==> config.mk <==
export PLATFORM = sky130hd
export DESIGN_NAME = rgb_to_hsl_converter_flat
export DESIGN_NICKNAME = d
export VERILOG_FILES = /design/src/hdl/rth_pkg.sv /design/src/hdl/rth_pix_if.sv /design/src/hdl/rth_hsl_if.sv /design/src/hdl/rgb_to_hsl_converter.sv /design/src/flat_wrapper.sv
export VERILOG_INCLUDE_DIRS = /design/src /design/src/hdl
export SDC_FILE = /design/constraint.sdc
export NUM_CORES = 1
export LEC_CHECK = 0
export BUFFER_PORTS_ARGS = -buffer_cell sky130_fd_sc_hd__buf_2
export CORE_MARGIN = 1
export CORE_UTILIZATION = 57
export DETAILED_ROUTE_END_ITERATION = 10
export PLACE_DENSITY = 0.74
export SYNTH_ARGS = -nofsm -noshare
export SYNTH_HDL_FRONTEND = slang
export SYNTH_SLANG_ARGS = --single-unit
==> constraint.sdc <==
create_clock -name clk -period 17.05 [get_ports clk]
set_input_delay 0.8525 -clock clk [delete_from_list [all_inputs] [get_ports clk]]
set_output_delay 0.8525 -clock clk [all_outputs]
set_load 0.02 [all_outputs]
==> src/hdl/rgb_to_hsl_converter_macros.svh <==
// Assertion macros shared by the RGB to HSL converter files.
`ifndef RGB_TO_HSL_CONVERTER_MACROS_SVH
`define RGB_TO_HSL_CONVERTER_MACROS_SVH

// Concurrent check on every rising clock edge, switched off while in reset.
`define RTH_ASSERT(label, prop, msg) \
    label: assert property (@(posedge clk) disable iff (!rst_n) (prop)) else $error(msg);

// Concurrent check on every rising clock edge, reset included.
`define RTH_ASSERT_ALWAYS(label, prop, msg) \
    label: assert property (@(posedge clk) (prop)) else $error(msg);

`endif

==> src/hdl/rth_pkg.sv <==
// Shared constants, types and the divider step for the RGB to HSL converter.
`timescale 1ns / 1ps

package rth_pkg;

    // Field widths of the pixel and result words.
    localparam int CH_W  = 8;
    localparam int HUE_W = 15;
    localparam int SAT_W = 16;
    localparam int LIT_W = 16;

    // Hue numerator is below 6 * 255, so it fits in 11 bits.
    localparam int NUM_W = 11;

    // Quotient bits resolved by each divider stage.
    localparam int DIV_BPS = 4;

    // Default number of fraction bits of the hue in degrees.
    localparam int HUE_FRAC_BITS_DEF = 6;

    // Result of one restoring division step.
    typedef struct packed {
        logic [CH_W-1:0] rem;
        logic            q;
    } div_bit_t;

    // One restoring step: shift in the next dividend bit, subtract if it fits.
    // The remainder stays below the divisor, so it never needs a ninth bit.
    function automatic div_bit_t div_bit(input logic [CH_W-1:0] rem,
                                         input logic            din,
                                         input logic [CH_W-1:0] dvs);
        logic [CH_W:0] t;
        div_bit_t      res;
        t = {rem, din};
        if (t >= {1'b0, dvs})
        begin
            res.rem = CH_W'(t - {1'b0, dvs});
            res.q   = 1'b1;
        end
        else
        begin
            res.rem = t[CH_W-1:0];
            res.q   = 1'b0;
        end
        return res;
    endfunction

endpackage

==> src/hdl/rth_pix_if.sv <==
// Valid/ready channel that carries one RGB pixel word.
`timescale 1ns / 1ps

interface rth_pix_if import rth_pkg::*; ();

    logic            valid;
    logic            ready;
    logic [CH_W-1:0] red;
    logic [CH_W-1:0] green;
    logic [CH_W-1:0] blue;

    modport source (output valid, output red, output green, output blue, input ready);
    modport sink (input valid, input red, input green, input blue, output ready);

endinterface

==> src/hdl/rth_hsl_if.sv <==
// Valid/ready channel that carries one HSL result word.
`timescale 1ns / 1ps

interface rth_hsl_if import rth_pkg::*; ();

    logic             valid;
    logic             ready;
    logic [HUE_W-1:0] hue;
    logic [SAT_W-1:0] saturation;
    logic [LIT_W-1:0] lightness;

    modport source (output valid, output hue, output saturation, output lightness,
                    input ready);
    modport sink (input valid, input hue, input saturation, input lightness,
                  output ready);

endinterface

==> src/hdl/rgb_to_hsl_converter.sv <==
// Pipelined RGB to HSL converter: one 8-bit RGB word in, one fixed-point HSL word out.
//
//   channel | dir | word contents
//   --------+-----+------------------------------------------------------
//   pix     | in  | red, green, blue (8 bits each, unsigned)
//   hsl     | out | hue (15 bits, 1/64 degree), saturation and lightness (Q0.16)
//
// One word enters per clock while the output is not stalled; a word passes stage 1,
// stage 2 and NSTAGE divider stages, NSTAGE = ceil(max(16, HUE_FRAC_BITS + 9) / 4).
// The depth is set by the two restoring dividers, which resolve four quotient
// bits per stage. Reset clears only the stage valid bits.
// Every stage has its own ready, so a stalled output lets empty stages fill
// and the input keeps taking words until the whole pipeline is occupied.
`timescale 1ns / 1ps
`include "rgb_to_hsl_converter_macros.svh"

module rgb_to_hsl_converter
    import rth_pkg::*;
#(
    parameter int HUE_FRAC_BITS = HUE_FRAC_BITS_DEF
)
(
    input  logic          clk,
    input  logic          rst_n,
    rth_pix_if.sink       pix,
    rth_hsl_if.source     hsl
);

    // Hue scale is 60 degrees in hue units.
    localparam int HS_W   = HUE_FRAC_BITS + 6;
    localparam int HP_W   = HS_W + NUM_W;
    localparam int HQ_W   = HUE_FRAC_BITS + 9;
    localparam int QMAX   = (HQ_W > SAT_W) ? HQ_W : SAT_W;
    localparam int NSTAGE = (QMAX + DIV_BPS - 1) / DIV_BPS;
    localparam int QP     = NSTAGE * DIV_BPS;
    localparam int DW     = QP + CH_W;
    localparam logic [HS_W-1:0] HUE_SCALE = HS_W'(60) << HUE_FRAC_BITS;

    // Contents of one divider stage: both divisions travel side by side.
    typedef struct packed {
        logic             zero;
        logic [LIT_W-1:0] light;
        logic [CH_W-1:0]  hue_div;
        logic [CH_W-1:0]  sat_div;
        logic [CH_W-1:0]  hue_rem;
        logic [QP-1:0]    hue_acc;
        logic [CH_W-1:0]  sat_rem;
        logic [QP-1:0]    sat_acc;
    } div_stage_t;

    logic              s1_valid_reg;
    logic              s1_valid_next;
    logic [CH_W-1:0]   s1_d_reg;
    logic [CH_W:0]     s1_sum_reg;
    logic [NUM_W-1:0]  s1_num_reg;
    logic [CH_W-1:0]   s1_d_next;
    logic [CH_W:0]     s1_sum_next;
    logic [NUM_W-1:0]  s1_num_next;
    logic              s1_adv;

    div_stage_t        dv_reg  [0:NSTAGE];
    div_stage_t        dv_next [0:NSTAGE];
    logic [NSTAGE:0]   dv_valid_reg;
    logic [NSTAGE:0]   dv_valid_next;
    logic [NSTAGE:0]   adv;

    logic [CH_W-1:0]   mx;
    logic [CH_W-1:0]   mn;
    logic [HP_W-1:0]   hue_prod;
    logic [DW-1:0]     hue_dvd;
    logic [DW-1:0]     sat_dvd;
    logic [CH_W:0]     lit_prod_hi;
    logic [CH_W+8:0]   lit_prod;

    // Stage advance chain: a stage moves when it is empty or its successor moves.
    assign adv[NSTAGE] = !dv_valid_reg[NSTAGE] || hsl.ready;
    genvar k;
    generate
        for (k = 0; k < NSTAGE; k++)
        begin : g_adv
            assign adv[k] = !dv_valid_reg[k] || adv[k+1];
        end
    endgenerate
    assign s1_adv    = !s1_valid_reg || adv[0];
    assign pix.ready = s1_adv;

    // Stage 1: max, min, spread, sum and the hue numerator.
    always_comb
    begin
        mx = pix.red;
        mn = pix.red;
        if (pix.green > mx) mx = pix.green;
        if (pix.blue > mx) mx = pix.blue;
        if (pix.green < mn) mn = pix.green;
        if (pix.blue < mn) mn = pix.blue;
        s1_d_next   = mx - mn;
        s1_sum_next = {1'b0, mx} + {1'b0, mn};
        if (pix.red == mx)
        begin
            s1_num_next = NUM_W'(pix.green) - NUM_W'(pix.blue);
            if (pix.green < pix.blue)
            begin
                s1_num_next = s1_num_next + NUM_W'({s1_d_next, 2'b00})
                            + NUM_W'({s1_d_next, 1'b0});
            end
        end
        else if (pix.green == mx)
        begin
            s1_num_next = NUM_W'({s1_d_next, 1'b0}) + NUM_W'(pix.blue) - NUM_W'(pix.red);
        end
        else
        begin
            s1_num_next = NUM_W'({s1_d_next, 2'b00}) + NUM_W'(pix.red) - NUM_W'(pix.green);
        end
        s1_valid_next = s1_adv ? pix.valid : s1_valid_reg;
    end

    // Stage 2: lightness, divisors and the two dividends.
    always_comb
    begin
        // Lightness is 257 * sum / 2, since 65535 / 510 is exactly 257 / 2.
        lit_prod_hi = s1_sum_reg;
        lit_prod    = {lit_prod_hi, 8'h00} + (CH_W+9)'(s1_sum_reg);
        hue_prod    = HP_W'(HUE_SCALE) * HP_W'(s1_num_reg);
        hue_dvd     = DW'(hue_prod);
        sat_dvd     = DW'({s1_d_reg, 16'h0000}) - DW'(s1_d_reg);

        dv_next[0].zero    = (s1_d_reg == '0);
        dv_next[0].light   = lit_prod[LIT_W:1];
        dv_next[0].hue_div = s1_d_reg;
        if (s1_sum_reg[CH_W])
        begin
            dv_next[0].sat_div = CH_W'(9'd510 - s1_sum_reg);
        end
        else
        begin
            dv_next[0].sat_div = s1_sum_reg[CH_W-1:0];
        end
        dv_next[0].hue_rem = hue_dvd[DW-1:QP];
        dv_next[0].hue_acc = hue_dvd[QP-1:0];
        dv_next[0].sat_rem = sat_dvd[DW-1:QP];
        dv_next[0].sat_acc = sat_dvd[QP-1:0];
        dv_valid_next[0]   = adv[0] ? s1_valid_reg : dv_valid_reg[0];
    end

    // Divider stages: each resolves DIV_BPS quotient bits of both divisions.
    // The accumulator shifts dividend bits out at the top and quotient bits in.
    generate
        for (k = 1; k <= NSTAGE; k++)
        begin : g_div
            always_comb
            begin
                div_stage_t x;
                div_bit_t   hb;
                div_bit_t   sb;
                x = dv_reg[k-1];
                for (int j = 0; j < DIV_BPS; j++)
                begin
                    hb = div_bit(x.hue_rem, x.hue_acc[QP-1], x.hue_div);
                    sb = div_bit(x.sat_rem, x.sat_acc[QP-1], x.sat_div);
                    x.hue_rem = hb.rem;
                    x.hue_acc = {x.hue_acc[QP-2:0], hb.q};
                    x.sat_rem = sb.rem;
                    x.sat_acc = {x.sat_acc[QP-2:0], sb.q};
                end
                dv_next[k]       = x;
                dv_valid_next[k] = adv[k] ? dv_valid_reg[k-1] : dv_valid_reg[k];
            end

            always_ff @(posedge clk)
            begin
                if (adv[k] && dv_valid_reg[k-1])
                begin
                    dv_reg[k] <= dv_next[k];
                end
            end
        end
    endgenerate

    // Valid bits of every stage.
    always_ff @(posedge clk or negedge rst_n)
    begin
        if (!rst_n)
        begin
            s1_valid_reg <= 1'b0;
            dv_valid_reg <= '0;
        end
        else
        begin
            s1_valid_reg <= s1_valid_next;
            dv_valid_reg <= dv_valid_next;
        end
    end

    // Payload of the first two stages.
    always_ff @(posedge clk)
    begin
        if (pix.valid && s1_adv)
        begin
            s1_d_reg   <= s1_d_next;
            s1_sum_reg <= s1_sum_next;
            s1_num_reg <= s1_num_next;
        end
        if (adv[0] && s1_valid_reg)
        begin
            dv_reg[0] <= dv_next[0];
        end
    end

    // Result word; a grey pixel forces hue and saturation to zero.
    assign hsl.valid      = dv_valid_reg[NSTAGE];
    assign hsl.hue        = dv_reg[NSTAGE].zero ? '0 : dv_reg[NSTAGE].hue_acc[HUE_W-1:0];
    assign hsl.saturation = dv_reg[NSTAGE].zero ? '0 : dv_reg[NSTAGE].sat_acc[SAT_W-1:0];
    assign hsl.lightness  = dv_reg[NSTAGE].light;

    // The result word stays invalid for as long as reset is held.
    `RTH_ASSERT_ALWAYS(a_no_word_in_reset, !rst_n |-> !hsl.valid, "result valid during reset")

    // An accepted pixel always lands in the first stage.
    `RTH_ASSERT(a_accept_lands, (pix.valid && pix.ready) |=> s1_valid_reg, "accepted pixel lost")

    // Both quotients fit their width: the top of each dividend is below its divisor.
    `RTH_ASSERT(a_div_entry_fits, (dv_valid_reg[0] && !dv_reg[0].zero) |-> ((dv_reg[0].hue_rem < dv_reg[0].hue_div) && (dv_reg[0].sat_rem < dv_reg[0].sat_div)), "dividend too large for quotient width")

    // The last divider stage still holds proper remainders.
    `RTH_ASSERT(a_div_exit_rem, (dv_valid_reg[NSTAGE] && !dv_reg[NSTAGE].zero) |-> ((dv_reg[NSTAGE].hue_rem < dv_reg[NSTAGE].hue_div) && (dv_reg[NSTAGE].sat_rem < dv_reg[NSTAGE].sat_div)), "remainder not below divisor")

endmodule
==> src/flat_wrapper.sv <==
// flat-port wrapper written by rule: the top's interface ports become plain ports
module rgb_to_hsl_converter_flat import rth_pkg::*;
#(
    parameter int HUE_FRAC_BITS = HUE_FRAC_BITS_DEF
)
  (clk, rst_n, pix_valid, pix_red, pix_green, pix_blue, pix_ready, hsl_valid, hsl_hue, hsl_saturation, hsl_lightness, hsl_ready);
  rth_pix_if pix_i ();
  rth_hsl_if hsl_i ();
  input  logic clk;
  input  logic rst_n;
  input wire logic [$bits(pix_i.valid)-1:0] pix_valid;
  input wire logic [$bits(pix_i.red)-1:0] pix_red;
  input wire logic [$bits(pix_i.green)-1:0] pix_green;
  input wire logic [$bits(pix_i.blue)-1:0] pix_blue;
  output wire logic [$bits(pix_i.ready)-1:0] pix_ready;
  output wire logic [$bits(hsl_i.valid)-1:0] hsl_valid;
  output wire logic [$bits(hsl_i.hue)-1:0] hsl_hue;
  output wire logic [$bits(hsl_i.saturation)-1:0] hsl_saturation;
  output wire logic [$bits(hsl_i.lightness)-1:0] hsl_lightness;
  input wire logic [$bits(hsl_i.ready)-1:0] hsl_ready;
  assign pix_i.valid = pix_valid;
  assign pix_i.red = pix_red;
  assign pix_i.green = pix_green;
  assign pix_i.blue = pix_blue;
  assign pix_ready = pix_i.ready;
  assign hsl_valid = hsl_i.valid;
  assign hsl_hue = hsl_i.hue;
  assign hsl_saturation = hsl_i.saturation;
  assign hsl_lightness = hsl_i.lightness;
  assign hsl_i.ready = hsl_ready;
  rgb_to_hsl_converter #(.HUE_FRAC_BITS(HUE_FRAC_BITS)) u_core (.clk(clk), .rst_n(rst_n), .pix(pix_i), .hsl(hsl_i));
endmodule
Yosys cells after proc, flatten, opt, wreduce, memory -nomap -nowiden. Memories as Yosys holds them, arrays and structs flattened. Cells that the tools add are included.

Register bits after elaboration: 34. Latch bits: 0. Memory bits (writable): 405. Bits in read-only memories: 0. Input bits: 28. Output and inout port bits: 49. Word-level logic and storage cells: 165. Memories: 1.

Add/subtract/negate cells: 44. Multipliers: 1. Div/mod/pow operators: 0. $lt $le $gt $ge: 37. Equal/unequal tests: 2. Shift-type cells: 0. Mux-type cells: 52. Bitwise logic cells: 0. Reductions and logical operators: 19.

Memory list: u_core.dv_reg (depth 5, bits a word 81, rd ports 5, clocked after Yosys merged registers in 0, wr ports 5, RTL line rgb_to_hsl_converter.sv:61) `div_stage_t dv_reg [0:NSTAGE];`.

Operator list (count): 9-bit by 8-bit greater-or-equal comparator with 1-bit output (32); 9-bit two-way mux (32); 8-bit subtractor (33); 8-bit two-way mux (5); 11-bit two-way mux (3); 8-bit less-than comparator (3); 24-bit by 8-bit subtractor with 24-bit output (1); 11-bit by 8-bit subtractor with 11-bit output (2); 17-bit by 9-bit adder with 17-bit output (1); 8-bit equality test (2); 8-bit > comparator (2); 16-bit two-way mux (1); 4-bit by 11-bit multiplier with 15-bit output, first input constant (1); 15-bit two-way mux (1); 10-bit by 8-bit adder with 11-bit output (1); 11-bit by 10-bit adder with 11-bit output (1); 11-bit by 9-bit adder with 11-bit output (1); 9-bit by 8-bit adder with 10-bit output (1); 1-bit two-way mux (10); 8-bit by 8-bit adder with 9-bit output (1); 8-bit by 8-bit subtractor with 9-bit output (1); 8-bit zero test (1); 8-bit subtractor, first input constant (1); 1-bit logical AND (6); other kinds (2) (12).

Depth between registers and ports, before layout.
Depth after elaboration: 9. Gate-level depth with buffers: 41.

Worst setup path after synthesis. No wires, ideal clock.

Kind: register to register. Start point: memory u_core.dv_reg[0][138] in the netlist's numbering. End point: memory u_core.dv_reg[0][206] in the netlist's numbering, data pin. Arrival: 8339 ps. Slack: 8437 ps. Cell stages (with the launch flop): 40. Path through: edfxtp_1 -> inv_1 -> ha_1 -> nor2b_1 -> o31a_1 -> o31ai_1 -> nand2_1 -> clkbuf_1 -> o21ai_0 -> inv_1 -> ha_1 -> nor2b_1 -> o31a_1 -> o21ai_0 -> a21oi_1 -> a211oi_1 -> clkbuf_1 -> nor2_1 -> [... 4 more ...] -> a21oi_1 -> o31ai_1 -> nor3b_1 -> o32a_1 -> clkbuf_1 -> nand2_1 -> o21ai_0 -> ha_1 -> nor2b_1 -> o21ai_0 -> a21oi_1 -> o41ai_1 -> o21ai_0 -> a21oi_1 -> or3b_1 -> buf_2 -> nand2_1 -> o221ai_1.

RTL lines (RTL line): start: declaration (rgb_to_hsl_converter.sv:61).

==> flow_summary.ini <==
[run_status]
outcome = finished clean

[global_routing]
grt_pass1_vias = 22000
overflow = 0
grt_max_degree = 75
antenna_found_initial = 0
grt_pass1_wl_mm = 111
grt_use_total = 0.257

[final_layout]
largest_register_ffs = 331
layout.cells.most_common = ha_1
final_cell_mix = 364 x ha_1, 358 x edfxtp_1, 287 x inv_1
n_antenna_cell = 0
layout.nets = 3484
area_delta_synth_final_pct = 8.28
drive_gt1_frac = 0.0922

[die]
die_w_um = 231
die_y_um = 231
top_level_ports = 77
start_util = 0.580
coreArea_mm2 = 0.0516
placementRows = 83
dieArea_mm2 = 0.0535

[synthesis]
synth_top_area_frac = 0.359
syn_area_mm2 = 0.0299
synthFlopType = edfxtp_1
synth_top_area_cell = edfxtp_1
yosys_warnings = 0
ys_seq_area_frac = 0.364
synth_fp_nets = 3405
synth.distinct_cells = 88
ys_seq_elements = 364
synth_area_leaders = edfxtp_1 36%, ha_1 15%, xnor2_1 4.7%
synth_edf_count = 358
syn-instance-count = 2948
async_reset_ff_frac = 0.0165
post_synth.cell_area_avg_um2 = 10.2

[critical_path]
reg2reg_to = u_core.dv_reg[0][206]$_DFFE_PP_
max_stage_delay_ps = 550
crit_path_start = u_core.dv_reg[0][138]$_DFFE_PP_
crit_family = compound AO/OA/AOI/OAI gates
required_ps = 17340
worstPathArrival_ps = 10190
cp_slowest_cell = or3b_1
cp_common_cell = o21ai_0
timing.rr.start = u_core.dv_reg[0][138]$_DFFE_PP_
start_kind = register
critPathBufInv = 3
rrSetupSlack_ps = 7150
criticalPathCategory = register to register
cp_max_fo = 16
cp-end-kind = register
worstSetupEndpoint = u_core.dv_reg[0][206]$_DFFE_PP_
cp_num_cells = 35
r2r_cells = 35

[routing]
wl_per_cell_um = 18.5
routed_wl_mm = 69.1
routed-via-count = 22500
route.detailed.drc = 0
ant_nets = 0
drt_iter0_drc = 1478
avgViaCountPerCell = 6.03
first_pass_iters = 5

[cts]
cts_setup_buffers = 0
path_clk_slew_ps = 60
htree_levels = 2
cts_tree = yes
worstSkewPairLatency_ps = 570
clockRootBuffer = clkbuf_16
ctsResizeCount = 0
clock-sinks = 364
hold_buffers = 0
cts_buffer_depth = 3
cts_buffers = 41

[timing]
final-setup-viol-count = 0
period_needed_ps = 9900
max_freq_mhz = 101
worst_pin_slew_ps = 1140
rsz0062_at_grt = no
fin_setup_tns_ps = 0
hold_viol_final = 0
finalClockSkew_ps = 20.0
maxSlewHeadroom = 0.237
slew_violations = 0
finalCritPeriodShare = 0.580

[placement]
dp_hpwl_mm = 53.5
place_congestion = 0.956
io_buffers = 76

[job]
cap_violations = 0

[worst_hold_path]
min_path_type = input pin to asynchronous set/reset pin
[worst min path at each step]
stage	startpoint	to	slack, ps
3_5_place_dp	u_core.dv_reg[0][164]$_DFFE_PP_	u_core.dv_reg[0][249]$_DFFE_PP_	400
4_1_cts	rst_n	u_core.dv_valid_reg[2]$_DFFE_PN0P_	70
3_3_place_gp	u_core.dv_reg[0][187]$_DFFE_PP_	u_core.dv_reg[0][272]$_DFFE_PP_	400
2_1_floorplan	u_core.dv_reg[0][32]$_DFFE_PP_	u_core.dv_reg[0][117]$_DFFE_PP_	400
6_report	rst_n	u_core.dv_valid_reg[2]$_DFFE_PN0P_	100
5_1_grt	rst_n	u_core.dv_valid_reg[2]$_DFFE_PN0P_	90
[metal layers]
layer  vias to the layer above  part of all wire  track usage
li1                      10900                 -            -
met1                     10800              0.45        0.342
met2                       674              0.47        0.432
met3                       146             0.052       0.0335
met4                         0             0.030       0.0867
met5                         -                 0            0
[area by class of cell]
type	instances	area (um2)
fill	4154	19200
multi-input combinational	2239	17700
sequential	364	10900
clock buffer	48	1090
inverter	290	1090
tap	680	851
timing repair buffer	91	493
clock inverter	26	289
[cell families after synthesis]
kind of cell | Yosys count | synth area share
simple gates | 762 | 0.128
compound gates | 684 | 0.151
fa+ha+maj | 429 | 0.196
flops | 364 | 0.364
buf+inv | 345 | 0.0458
xor+xnor | 225 | 0.0658
mux | 139 | 0.0500
[metrics by stage]
step | std cells | hold WS, ps | setup slack [ps] | util | area [um2]
after floorplan | 2948 | 400 | 8440 | - | 29900
after global placement | 3664 | 401 | 7620 | 0.601 | 31000
after detailed placement | 3664 | 405 | 7270 | 0.601 | 31000
after CTS | 3738 | 69.3 | 7230 | 0.628 | 32400
after global routing | 3738 | 89.7 | 6210 | 0.628 | 32400
final | 3738 | 102 | 7150 | 0.628 | 32400
[cells in the mapped netlist, types with 25 or more instances]
cell type / instances
a21o_1: 58
a21oi_1: 171
a221o_1: 25
clkbuf_1: 28
edfxtp_1: 358
fa_1: 65
ha_1: 364
inv_1: 287
mux2_2: 75
mux2i_1: 61
nand2_1: 134
nand2b_1: 33
nand3_1: 45
nand4_1: 50
nor2_1: 231
nor2b_1: 107
nor3_1: 51
o21a_1: 40
o21ai_0: 173
o21bai_1: 27
xnor2_1: 160
xor2_1: 65
Power is left out: the tool's default activity adds up to more than one toggle a clock period on the data nets, which glitch-free logic cannot reach.
